<file path="src/hdl/c2s_delay.sv">
// ----------------------------------------------------------------------------
// c2s_delay
// Enabled shift line that keeps side data aligned with the main pipeline.
// ----------------------------------------------------------------------------
module c2s_delay #(
  parameter int WIDTH = 16,
  parameter int DEPTH = 4
) (
  input  logic             clk,
  input  logic             en,
  input  logic [WIDTH-1:0] d,
  output logic [WIDTH-1:0] q
);

  logic [WIDTH-1:0] tap [DEPTH];

  always_ff @(posedge clk) begin
    if (en) begin
      tap[0] <= d;
      for (int i = 1; i < DEPTH; i++) begin
        tap[i] <= tap[i-1];
      end
    end
  end

  assign q = tap[DEPTH-1];

endmodule

</file>
<file path="config.mk">
export PLATFORM = sky130hd
export DESIGN_NAME = c2s_delay
export DESIGN_NICKNAME = d
export VERILOG_FILES = /design/src/hdl/c2s_delay.sv
export SDC_FILE = /design/constraint.sdc
export NUM_CORES = 1
export LEC_CHECK = 0
export ABC_AREA = 1
export BUFFER_PORTS_ARGS = -buffer_cell sky130_fd_sc_hd__clkbuf_2
export CORE_ASPECT_RATIO = 1.2
export CORE_MARGIN = 1.5
export CORE_UTILIZATION = 53
export CTS_CLUSTER_SIZE = 25
export DETAILED_ROUTE_END_ITERATION = 8
export PLACE_DENSITY = 0.76
export SYNTH_ARGS = -nofsm -noshare
export SYNTH_HDL_FRONTEND = slang
export SYNTH_SLANG_ARGS = --single-unit
</file>
<file path="constraint.sdc">
create_clock -name clk -period 0.8 [get_ports clk]
set_input_delay 0.12 -clock clk [delete_from_list [all_inputs] [get_ports clk]]
set_output_delay 0.12 -clock clk [all_outputs]
set_load 0.01 [all_outputs]
</file>
==> metrics.yaml <==
power:
  pwr-share-clk_pct: 36.4
  leakage_uw: 0.000946
  pwr-share-comb_pct: 3.7
  p_seq_share_pct: 60.0
  vdd_ir_drop_max_mv: 1.53
  p_per_area_nw_per_um2: 2650
  switching_share_pct: 17.7
  p_switching_uw: 1180
  power.internal_uw: 5490
clocking:
  postCtsSetupRepairBufs: 0
  clock_sinks: 64
  cts-root-buf: "clkbuf_8"
  cts.repair.resized: 0
  numCtsBuffers: 9
  clk_latency_ns: 0.31
  tritoncts: "built"
  clock_path_buffers: 2
  clkTransAtPathRegs_ns: 0.06
  htreeDepth: 3
critical_path:
  slowest_delay_ns: 0.37
  crit_path_start_kind: "flip-flop"
  crit_type: "reg2out"
  critPathBufInv: 1
  crit_fanout: 1
  cp_cell_sequence: "clkbuf_2"
  worstPathRequired_ns: 0.68
  crit_path_end: "q[8]"
  cp-end-kind: "primary output"
  crit_family: "flip-flops"
  r2r_cells: 0
  path_depth: 1
  reg2reg_from: "tap[2][2]$_DFFE_PP_"
  r2r_setup_slack_ns: 0.17
  slowest_stage: "edfxtp_1"
  cp_data_arrival_time_ns: 0.82
  rr_endpoint: "tap[3][2]$_DFFE_PP_"
  critPathLaunch: "tap[3][8]$_DFFE_PP_"
floorplan:
  initial_core_util_pct: 56.6
  io_pins: 34
  coreArea_um2: 3400
  fp-row-count: 23
  fp.dieH_um: 69.0
  dieArea_um2: 4000
  dieWidth_um: 58.0
sta:
  fin_crit_sh_pct: 117
  setup_viol: 16
  grt_setup_unrepaired: "yes"
  hold_violations: 0
  fin_worst_skew_ns: 0.00459
  slew_headroom_pct: 87.5
  max_freq_mhz: 1070
  fin_ws_ns: -0.137
  slew_violations: 0
  worst_pin_slew_ns: 0.188
  timing.final.crit_period_ns: 0.937
logic_synthesis:
  ys_async_sr_fraction_pct: 0
  yosysMostFrequentCell: "edfxtp_1"
  syn-num-nets: 82
  synth.distinct_cells: 1
  synth_edf_count: 64
  synth_seq_cells: 64
  synth_area_um2: 1920
  yosys-top-cells-area: "edfxtp_1 (100%)"
  synth_top_area_share_pct: 100
  synth_common_cells: "edfxtp_1 (64)"
  ys_seq_area_share_pct: 100
  synth_warnings: 0
  ys.flop_type: "edfxtp_1"
  yosysTopAreaCell: "edfxtp_1"
  syn_inst: 64
  syn_area_per_cell_um2: 30.0
cells_and_area:
  multi_input_area_um2: 0
  drive_above_1_share_pct: 36.8
  reg_top3: "tap (64)"
  syn2layout_area_growth_pct: 30.9
  largest_reg_flops: 64
  antenna_cells: 0
  fin_cells: 170
  layout.nets: 146
  fill_cells: 195
  seq_area_um2: 1920
  regMostFlops: "tap"
  comb.multi_input.count: 0
hold_path:
  hold_class: "in2reg"
global_route:
  grtUsageTotal_pct: 12.1
  grt_overflow_total: 0
  grt_pass1_vias: 704
  grt_pass1_wl_mm: 3.15
  grt_max_degree: 38
  antenna_found_initial: 0
routing:
  wl_met2_um: 984
  route.detailed.drc: 0
  drt_pass1_iterations: 6
  wl_per_cell_um: 11.6
  via_per_inst: 4.56
  wirelength_mm: 1.98
  wl_met3_um: 141
  postRouteAntennaNets: 0
  first_iter_violations: 19
  drt-met1-wl_um: 822
  top_layer_used: "met4"
  vias: 775
run:
  cap_violations: 0
placed_design:
  pre_cts_slack_ns: -0.0264
  place.gp.congestion: 0.555
  dpl.cell_count: 138
  portBuffers: 33
outcome:
  violations: "negative setup slack"
  status: "finished, violations left"
[area by class of cell]
| cell class | instances | share of cell area [%] |
|---|---|---|
| flip-flops and latches | 64 | 76.4 |
| repair buffers | 53 | 14.6 |
| clock buffers | 11 | 5.22 |
| clock inverters | 5 | 1.89 |
| well taps | 37 | 1.84 |
[per-stage QoR]
stage                     TNS (ns)  cell area [um^2]  hold slack (ns)  utilization (%)  power (uW)
after CTS                    -2.23              2510            0.189             74.1        6760
after floorplan                  0              1920            0.219                -        4090
after global placement           0              2180            0.297             64.1        4230
after detailed placement     -1.08              2180            0.299             64.1        4260
after global routing         -2.66              2510            0.199             74.1        6950
final                        -1.89              2510            0.199             74.1        6670
[kinds of logic (layout without fill, tap and decap cells)]
kind of cell,Yosys count,count (layout),synth area share (%)
buf+inv,0,69,0
flops,64,64,100
[power by group through the flow]
stage	Clock, uW	Sequential, uW	Combinational [uW]
after CTS	2510	4000	248
final	2420	4000	245
after global routing	2660	4020	268
after floorplan	0	4090	0
after detailed placement	0	4070	188
after global placement	0	4060	179
[per-layer routing]
layer / global-route usage, % / up-vias
li1: - / 389
met1: 13.2 / 350
met2: 17.6 / 34
met3: 4.48 / 2
met4: 13.1 / 0
met5: 0 / -
[placed cells by master, fill, tap and decap left out]
cell type,count
dlygate4sd3_1,16
clkbuf_8,9
edfxtp_1,64
clkbuf_1,2
clkinv_1,2
buf_4,3
bufinv_16,1
clkbuf_2,33
buf_12,1
clkinv_2,2
[worst min-delay path by stage]
stage                     depth (start not counted)                    to  startpoint  slack [ns]
final                                             2   tap[0][2]$_DFFE_PP_          en        0.20
after global placement                            1   tap[0][1]$_DFFE_PP_        d[1]        0.30
after CTS                                         2   tap[1][2]$_DFFE_PP_          en        0.19
after detailed placement                          1  tap[0][10]$_DFFE_PP_       d[10]        0.30
after global routing                              2   tap[0][2]$_DFFE_PP_          en        0.20
after floorplan                                   0   tap[0][0]$_DFFE_PP_        d[0]        0.22
[timing repair]
| action | 4_1_cts | 5_1_grt |
|---|---|---|
| pin swaps | 0 | 0 |
| endpoints found under the hold margin | 16 | 0 |
| setup endpoints to repair | 16 | 16 |
| hold buffers | 16 | 0 |
Power figures use the tool's default switching activity.
